--- src/rtl/core/setc_pkg.sv ---
// Package for the sensor event timer controller.
// Holds the event codes, register indexes, reset values and shared structs.
// No dependencies.
package setc_pkg;

	localparam int unsigned CountW = 16;
	localparam int unsigned AddrW  = 5;
	localparam int unsigned DataW  = 32;
	localparam int unsigned RegIdxW = 3;

	typedef enum logic [1:0] {
		ACT_TICK     = 2'd0,
		ACT_PRESENCE = 2'd1,
		ACT_RAIN     = 2'd2,
		ACT_LIGHT    = 2'd3
	} action_t;

	typedef enum logic [RegIdxW-1:0] {
		REG_BUZZER_TICKS    = 3'd0,
		REG_DEBOUNCE_TICKS  = 3'd1,
		REG_CLIMATE_PERIOD  = 3'd2,
		REG_LIGHT_PERIOD    = 3'd3,
		REG_LIGHT_THRESHOLD = 3'd4
	} reg_idx_t;

	localparam logic [CountW-1:0] RstBuzzerTicks    = 16'd1000;
	localparam logic [CountW-1:0] RstDebounceTicks  = 16'd200;
	localparam logic [CountW-1:0] RstClimatePeriod  = 16'd2000;
	localparam logic [CountW-1:0] RstLightPeriod    = 16'd1000;
	localparam logic [CountW-1:0] RstLightThreshold = 16'd40;

	typedef struct packed {
		logic [CountW-1:0] buzzer_ticks;
		logic [CountW-1:0] debounce_ticks;
		logic [CountW-1:0] climate_period;
		logic [CountW-1:0] light_period;
		logic [CountW-1:0] light_threshold;
	} cfg_t;

	typedef struct packed {
		action_t           action;
		logic              presence_level;
		logic              rain_level;
		logic [CountW-1:0] light_level;
	} item_t;

	typedef struct packed {
		logic buzzer_on;
		logic lamps_on;
		logic raining;
		logic climate_due;
		logic light_due;
		logic rain_changed;
	} result_t;

endpackage

--- src/rtl/core/setc_cfg_regs.sv ---
// Configuration register file behind the APB-style port.
// Depends on setc_pkg for register indexes, reset values and cfg_t.
module setc_cfg_regs (
	input  logic                    clk,
	input  logic                    arst_n,
	input  logic                    psel,
	input  logic                    penable,
	input  logic                    pwrite,
	input  logic [setc_pkg::AddrW-1:0] paddr,
	input  logic [setc_pkg::DataW-1:0] pwdata,
	output logic [setc_pkg::DataW-1:0] prdata,
	output logic                    pready,
	output setc_pkg::cfg_t          cfg
);
	import setc_pkg::*;

	cfg_t                cfg_q;
	logic [RegIdxW-1:0]  idx;
	logic                wr_en;
	logic [CountW-1:0]   wval;
	logic [CountW-1:0]   rval;

	assign idx    = paddr[AddrW-1:2];
	assign pready = 1'b1;
	assign wr_en  = psel & penable & pwrite & pready;
	assign wval   = pwdata[CountW-1:0];
	assign cfg    = cfg_q;

	always_ff @(posedge clk or negedge arst_n) begin
		if (!arst_n) begin
			cfg_q.buzzer_ticks    <= RstBuzzerTicks;
			cfg_q.debounce_ticks  <= RstDebounceTicks;
			cfg_q.climate_period  <= RstClimatePeriod;
			cfg_q.light_period    <= RstLightPeriod;
			cfg_q.light_threshold <= RstLightThreshold;
		end else if (wr_en) begin
			unique case (idx)
				REG_BUZZER_TICKS:    cfg_q.buzzer_ticks    <= wval;
				REG_DEBOUNCE_TICKS:  cfg_q.debounce_ticks  <= wval;
				REG_CLIMATE_PERIOD:  cfg_q.climate_period  <= wval;
				REG_LIGHT_PERIOD:    cfg_q.light_period    <= wval;
				REG_LIGHT_THRESHOLD: cfg_q.light_threshold <= wval;
				default: ;
			endcase
		end
	end

	always_comb begin
		unique case (idx)
			REG_BUZZER_TICKS:    rval = cfg_q.buzzer_ticks;
			REG_DEBOUNCE_TICKS:  rval = cfg_q.debounce_ticks;
			REG_CLIMATE_PERIOD:  rval = cfg_q.climate_period;
			REG_LIGHT_PERIOD:    rval = cfg_q.light_period;
			REG_LIGHT_THRESHOLD: rval = cfg_q.light_threshold;
			default:             rval = '0;
		endcase
	end

	assign prdata = {{(DataW-CountW){1'b0}}, rval};

endmodule

--- src/rtl/core/setc_event_core.sv ---
// Event state: dividers, buzzer one-shot, rain debounce and lamp state.
// Computes the result of one event and updates the state when enabled.
// Depends on setc_pkg for cfg_t, item_t, result_t and the event codes.
module setc_event_core (
	input  logic              clk,
	input  logic              arst_n,
	input  logic              en,
	input  setc_pkg::cfg_t    cfg,
	input  setc_pkg::item_t   item,
	output setc_pkg::result_t result
);
	import setc_pkg::*;

	logic [CountW-1:0] climate_cnt_q, light_cnt_q, buzzer_cnt_q, debounce_cnt_q;
	logic              buzzer_act_q, debounce_pend_q, rain_q, lamp_q;

	logic [CountW-1:0] climate_cnt_d, light_cnt_d, buzzer_cnt_d, debounce_cnt_d;
	logic              buzzer_act_d, debounce_pend_d, rain_d, lamp_d;
	logic [CountW-1:0] climate_inc, light_inc, buzzer_inc, debounce_inc;
	logic              climate_due, light_due, rain_changed;

	assign climate_inc  = climate_cnt_q + 1'b1;
	assign light_inc    = light_cnt_q + 1'b1;
	assign buzzer_inc   = buzzer_cnt_q + 1'b1;
	assign debounce_inc = debounce_cnt_q + 1'b1;

	always_comb begin
		climate_cnt_d   = climate_cnt_q;
		light_cnt_d     = light_cnt_q;
		buzzer_cnt_d    = buzzer_cnt_q;
		debounce_cnt_d  = debounce_cnt_q;
		buzzer_act_d    = buzzer_act_q;
		debounce_pend_d = debounce_pend_q;
		rain_d          = rain_q;
		lamp_d          = lamp_q;
		climate_due     = 1'b0;
		light_due       = 1'b0;
		rain_changed    = 1'b0;
		unique case (item.action)
			ACT_TICK: begin
				if (climate_inc >= cfg.climate_period) begin
					climate_due   = 1'b1;
					climate_cnt_d = '0;
				end else begin
					climate_cnt_d = climate_inc;
				end
				if (light_inc >= cfg.light_period) begin
					light_due   = 1'b1;
					light_cnt_d = '0;
				end else begin
					light_cnt_d = light_inc;
				end
				if (buzzer_act_q) begin
					buzzer_cnt_d = buzzer_inc;
					if (buzzer_inc >= cfg.buzzer_ticks) begin
						buzzer_act_d = 1'b0;
					end
				end
				if (debounce_pend_q) begin
					debounce_cnt_d = debounce_inc;
					if (debounce_inc >= cfg.debounce_ticks) begin
						debounce_pend_d = 1'b0;
						if (!item.rain_level != rain_q) begin
							rain_d       = !item.rain_level;
							rain_changed = 1'b1;
						end
					end
				end
			end
			ACT_PRESENCE: begin
				if (item.presence_level) begin
					buzzer_act_d = 1'b1;
					buzzer_cnt_d = '0;
				end
			end
			ACT_RAIN: begin
				debounce_pend_d = 1'b1;
				debounce_cnt_d  = '0;
			end
			ACT_LIGHT: begin
				lamp_d = item.light_level < cfg.light_threshold;
			end
			default: ;
		endcase
	end

	always_ff @(posedge clk or negedge arst_n) begin
		if (!arst_n) begin
			climate_cnt_q   <= '0;
			light_cnt_q     <= '0;
			buzzer_cnt_q    <= '0;
			debounce_cnt_q  <= '0;
			buzzer_act_q    <= 1'b0;
			debounce_pend_q <= 1'b0;
			rain_q          <= 1'b0;
			lamp_q          <= 1'b0;
		end else if (en) begin
			climate_cnt_q   <= climate_cnt_d;
			light_cnt_q     <= light_cnt_d;
			buzzer_cnt_q    <= buzzer_cnt_d;
			debounce_cnt_q  <= debounce_cnt_d;
			buzzer_act_q    <= buzzer_act_d;
			debounce_pend_q <= debounce_pend_d;
			rain_q          <= rain_d;
			lamp_q          <= lamp_d;
		end
	end

	assign result.buzzer_on    = buzzer_act_d;
	assign result.lamps_on     = lamp_d;
	assign result.raining      = rain_d;
	assign result.climate_due  = climate_due;
	assign result.light_due    = light_due;
	assign result.rain_changed = rain_changed;

endmodule

--- src/rtl/core/sensor_event_timer_controller.sv ---
// Sensor event timer controller top level.
// Input channel: one event per transfer (action, presence_level, rain_level,
// light_level) under in_valid and in_ready. Output channel: one result per
// event (buzzer_on, lamps_on, raining, climate_due, light_due, rain_changed)
// under out_valid and out_ready. Registers are written through the APB-style
// port at byte address 4*i; pready is always high.
// An event is taken into an input register, its result is computed by one
// short pass through the event core and held in the result register. One
// event is taken every cycle while the output side keeps up, set by the
// single state update in the event core.
// When the receiver stalls, the result register and the input register hold
// and in_ready drops only once both are full; no transfer is lost.
// Reset clears all counters and flags, the buzzer and lamps are off, the rain
// state is not raining, and the registers take their default values.
// Depends on setc_pkg, setc_cfg_regs and setc_event_core.
module sensor_event_timer_controller (
	input  logic                       clk,
	input  logic                       arst_n,
	input  logic                       in_valid,
	output logic                       in_ready,
	input  logic [1:0]                 action,
	input  logic                       presence_level,
	input  logic                       rain_level,
	input  logic [setc_pkg::CountW-1:0] light_level,
	output logic                       out_valid,
	input  logic                       out_ready,
	output logic                       buzzer_on,
	output logic                       lamps_on,
	output logic                       raining,
	output logic                       climate_due,
	output logic                       light_due,
	output logic                       rain_changed,
	input  logic                       psel,
	input  logic                       penable,
	input  logic                       pwrite,
	input  logic [setc_pkg::AddrW-1:0] paddr,
	input  logic [setc_pkg::DataW-1:0] pwdata,
	output logic [setc_pkg::DataW-1:0] prdata,
	output logic                       pready
);
	import setc_pkg::*;

	cfg_t    cfg;
	item_t   item_s1;
	logic    valid_s1;
	result_t res_comb;
	result_t res_s2;
	logic    valid_s2;
	logic    adv;

	setc_cfg_regs u_cfg (
		.clk     (clk),
		.arst_n  (arst_n),
		.psel    (psel),
		.penable (penable),
		.pwrite  (pwrite),
		.paddr   (paddr),
		.pwdata  (pwdata),
		.prdata  (prdata),
		.pready  (pready),
		.cfg     (cfg)
	);

	assign adv      = valid_s1 & (~valid_s2 | out_ready);
	assign in_ready = ~valid_s1 | adv;

	always_ff @(posedge clk or negedge arst_n) begin
		if (!arst_n) begin
			valid_s1 <= 1'b0;
		end else if (in_ready) begin
			valid_s1 <= in_valid;
		end
	end

	always_ff @(posedge clk) begin
		if (in_ready && in_valid) begin
			item_s1.action         <= action_t'(action);
			item_s1.presence_level <= presence_level;
			item_s1.rain_level     <= rain_level;
			item_s1.light_level    <= light_level;
		end
	end

	setc_event_core u_core (
		.clk    (clk),
		.arst_n (arst_n),
		.en     (adv),
		.cfg    (cfg),
		.item   (item_s1),
		.result (res_comb)
	);

	always_ff @(posedge clk or negedge arst_n) begin
		if (!arst_n) begin
			valid_s2 <= 1'b0;
		end else if (~valid_s2 | out_ready) begin
			valid_s2 <= valid_s1;
		end
	end

	always_ff @(posedge clk) begin
		if (adv) begin
			res_s2 <= res_comb;
		end
	end

	assign out_valid    = valid_s2;
	assign buzzer_on    = res_s2.buzzer_on;
	assign lamps_on     = res_s2.lamps_on;
	assign raining      = res_s2.raining;
	assign climate_due  = res_s2.climate_due;
	assign light_due    = res_s2.light_due;
	assign rain_changed = res_s2.rain_changed;

endmodule

--- config.mk ---
export PLATFORM = sky130hd
export DESIGN_NAME = sensor_event_timer_controller
export DESIGN_NICKNAME = d
export VERILOG_FILES = /design/src/rtl/core/setc_pkg.sv /design/src/rtl/core/setc_cfg_regs.sv /design/src/rtl/core/setc_event_core.sv /design/src/rtl/core/sensor_event_timer_controller.sv
export SDC_FILE = /design/constraint.sdc
export NUM_CORES = 1
export LEC_CHECK = 0
export BUFFER_PORTS_ARGS = -buffer_cell sky130_fd_sc_hd__buf_2
export CORE_ASPECT_RATIO = 1.5
export CORE_MARGIN = 1
export CORE_UTILIZATION = 60
export CTS_CLUSTER_SIZE = 16
export DETAILED_ROUTE_END_ITERATION = 12
export PLACE_DENSITY_LB_ADDON = 0.2
export SLEW_MARGIN = 20
export SYNTH_ARGS = -nofsm -noshare
export SYNTH_HDL_FRONTEND = slang
export SYNTH_SLANG_ARGS = --single-unit
--- constraint.sdc ---
create_clock -name clk -period 3.17 [get_ports clk]
set_input_delay 0.317 -clock clk [delete_from_list [all_inputs] [get_ports clk]]
set_output_delay 0.317 -clock clk [all_outputs]
set_load 0.02 [all_outputs]
==> summary.txt <==
Timing
  – Final hold violation count: 0
  – Post-Route Setup TNS: 0 ps
  – Final setup fails: 0
  – Fin. max-slew vios: 0
  – Final worst slack: about 44 ps
  – Max Freq: 319.9 MHz
  – Tmin final: about 3100 ps
  – Setup Skew: ~8.0 ps
  – Final worst-path cycle share: a little over nine tenths
  – Max-Slew Margin vs Limit: 34.64%
  – Worst-margin pin slew: between 900 and 1000 ps

Logic synthesis
  – Post-synth EDFFs: 26
  – Top cells by area, synth: dfrtp_1 (31%), ha_1 (10%), edfxtp_1 (7.5%)
  – Synth warn: 0
  – Ys flop type: dfrtp_1
  – Synth Register Bits: 176
  – Post-synth cell types: 66
  – Top-area cell type share of the netlist area: 30.53%
  – Yosys top cell by area: dfrtp_1
  – Post-synthesis sequential area ratio: a little over two fifths
  – Syn Inst Count: about 1100
  – Mapped Avg Cell Area: just under 10 sq um
  – Asr flop ratio synth: 85.23%
  – Synthesized cell area: ~0.010 sq mm

Worst setup path
  – FF-to-FF Start: u_core.debounce_cnt_q[0]$_DFFE_PN0P_
  – Worst Path Required: 3360 ps
  – CP arrival: about 3300 ps
  – R2R Setup Slk: roughly 44 ps
  – Reg2reg path depth: 13
  – Crit path kind: flop to flop
  – Worst r2r dst: raining$_DFFE_PP_
  – CP Capture Type: flop
  – CP startpoint kind: flop
  – Max FO, Critical Path: 4

Detailed routing
  – DR vias: 8291
  – DRC: 0
  – DRT iter0 DRCs: roughly 470
  – Antenna Nets Post-Route: 0
  – Routed WL: ~26000 um
  – Drt pass-1 iters: 5
  – Routed vias/inst: about 6
  – Avg WL per Cell: between 15 and 20 um

Cells and area
  – Share of post-route cells with drive strength above 1: a little over a fifth
  – Fin cells: approximately 1400
  – Post-layout nets: between 1000 and 1500
  – Commonest cells after routing, fill and taps aside: nand2_1 (133), o21ai_0 (126), dfrtp_1 (122)
  – Commonest non-fill, non-tap cell in the layout: nand2_1
  – Layout Area Growth over Synthesis: 13.40%
  – Post-route cell area: about 0.012 sq mm
  – Number of diodes: 0

Power
  – Max VDD drop: between 0.0004 and 0.0005 V
  – PwrDens: ~560 mW/mm^2
  – Power consumption: approximately 6600 uW
  – Lkg Pwr: about 0.0056 uW

Run
  – Max-capacitance violation count: 0

Clocking
  – CTS root buffer: clkbuf_16
  – Clock Sink Count: 176
  – Number of CTS-inserted buffers: 17
  – CTS clk-pin slew, worst paths: around 70 ps
  – Clock Latency Late Sink: between 400 and 500 ps
  – H-tree depth: 4
  – Max Root-Sink Buffers: 2
  – CTS tree: built

Global route
  – First-pass GRT wire length: just over 40000 um
  – Vias in the first global route: 8304
  – Initial antenna violation count: 0
  – Total gr overflow: 0
  – Total routing usage reported by global routing: 30.20%
  – Pin count of the biggest net entering global routing: between 70 and 80

Place
  – Placed inst area: 0.01110 sq mm
  – DP Wirelength: 18930 um
  – Pre-CTS WS: -18.55 ps
  – Placed insts: roughly 1400
  – GP Congestion: ~0.88
  – IO Port Bufs: 69

Worst hold path
  – Endpoint, Worst Hold: item_s1[19]$_DFFE_PP_
  – Hold Startpoint: action[1]
  – Hold path cells: 1
  – Hold Crit Class: primary input to flop

Die
  – Chip width: between 100 and 150 um
  – Die ar.: ~0.018 sq mm
  – Core Rows: 58
  – Core region area: between 0.015 and 0.02 sq mm
  – Io pins: about 110
  – Die H: approximately 160 um
  – Initial core utilization: about three fifths

Status
  – Status: complete, no violations
-- metal layers --
layer / global-route usage, % / vias up / wire length (um)
li1: - / 3976 / -
met1: 33.84 / 4013 / 9880
met2: 53.43 / 215 / 13330
met3: 5.028 / 87 / 951
met4: 16.97 / 0 / 1434
met5: 0 / - / 0
-- Yosys cell counts, types with 9 or more instances --
library cell	count
mux2_2	39
nand3_1	37
nor2b_1	12
dfrtp_1	127
o21ai_0	127
buf_4	19
nand2b_1	11
and3_1	17
nor3_1	9
o22ai_1	18
nand2_1	134
xor2_1	28
a22o_1	18
clkbuf_1	30
xnor2_1	29
inv_1	86
dfstp_2	23
a22oi_1	32
nor2_1	38
a21oi_1	29
nand4_1	14
edfxtp_1	26
ha_1	83
-- per-stage QoR --
stage,hold WS [ps],utilization (%)
final,48.80,70.12
after floorplan,21.41,-
after global placement,372.9,65.93
after CTS,40.97,69.37
after detailed placement,383.2,65.95
after global routing,37.84,70.12
-- critical path: stages (launching register included) --
cell and delay, ps:
dfrtp_1 400, ha_2 200, nand4_1 260, nor4_2 300, nand3_1 160, xnor2_1 150, ha_1 270, nand2_1 70
nor2_2 160, nand4_1 110, o211ai_1 340, buf_4 180, nand3_1 120, mux2i_1 150
-- how the worst max path moves through the flow --
stage,from,to,slack [ps]
after global placement,u_core.debounce_cnt_q[0]$_DFFE_PN0P_,raining$_DFFE_PP_,20
after global routing,u_core.light_cnt_q[3]$_DFFE_PN0P_,u_core.light_cnt_q[4]$_DFFE_PN0P_,-20
final,u_core.debounce_cnt_q[0]$_DFFE_PN0P_,raining$_DFFE_PP_,40
after detailed placement,u_core.debounce_cnt_q[0]$_DFFE_PN0P_,raining$_DFFE_PP_,-20
after CTS,u_core.debounce_cnt_q[2]$_DFFE_PN0P_,raining$_DFFE_PP_,30
after floorplan,u_core.climate_cnt_q[0]$_DFFE_PN0P_,climate_due$_SDFFCE_PN0P_,320
-- power by group --
| group | leakage, uW | switching, uW | internal [uW] |
|---|---|---|---|
| Combinational | 0.00325 | 972 | 664 |
| Clock | 0.000282 | 995 | 1050 |
| Sequential | 0.00211 | 283 | 2680 |
-- sequential cells by signal, summed over array words and instances (netlist names), 16 cells and up --
register,cells
u_core.light_cnt_q,16
u_cfg.cfg,80
item_s1,20
u_core.debounce_cnt_q,16
u_core.climate_cnt_q,16
u_core.buzzer_cnt_q,16
-- cells by family after synthesis --
kind of cell,Yosys count,synth area share [%]
AOI/OAI and AO/OA,276,16.36
other,2,0.07213
buffers and inverters,146,6.045
and+or+nand+nor,303,14.61
adders and majority gates,83,9.975
muxes,40,4.314
xor gates and xnor gates,57,4.795
DFF,176,43.83
-- layout make-up --
type	count	area, sq um
multi-input cells	776	5361
fillers	1334	5030
flip-flops and latches	176	4569
repair buffers	116	723.2
clock buffers	17	425.4
inverters	86	322.8
well taps	210	262.8
clock inverters	15	141.4
-- timing repair --
item	4_1_cts	5_1_grt
endpoints found under the hold margin	56	0
pin swaps	2	8
buffers inserted	0	6
gates cloned	0	0
setup endpoints to repair	1	23
hold buffers	1	0
resized for setup	0	23
Power figures use the tool's default switching activity.
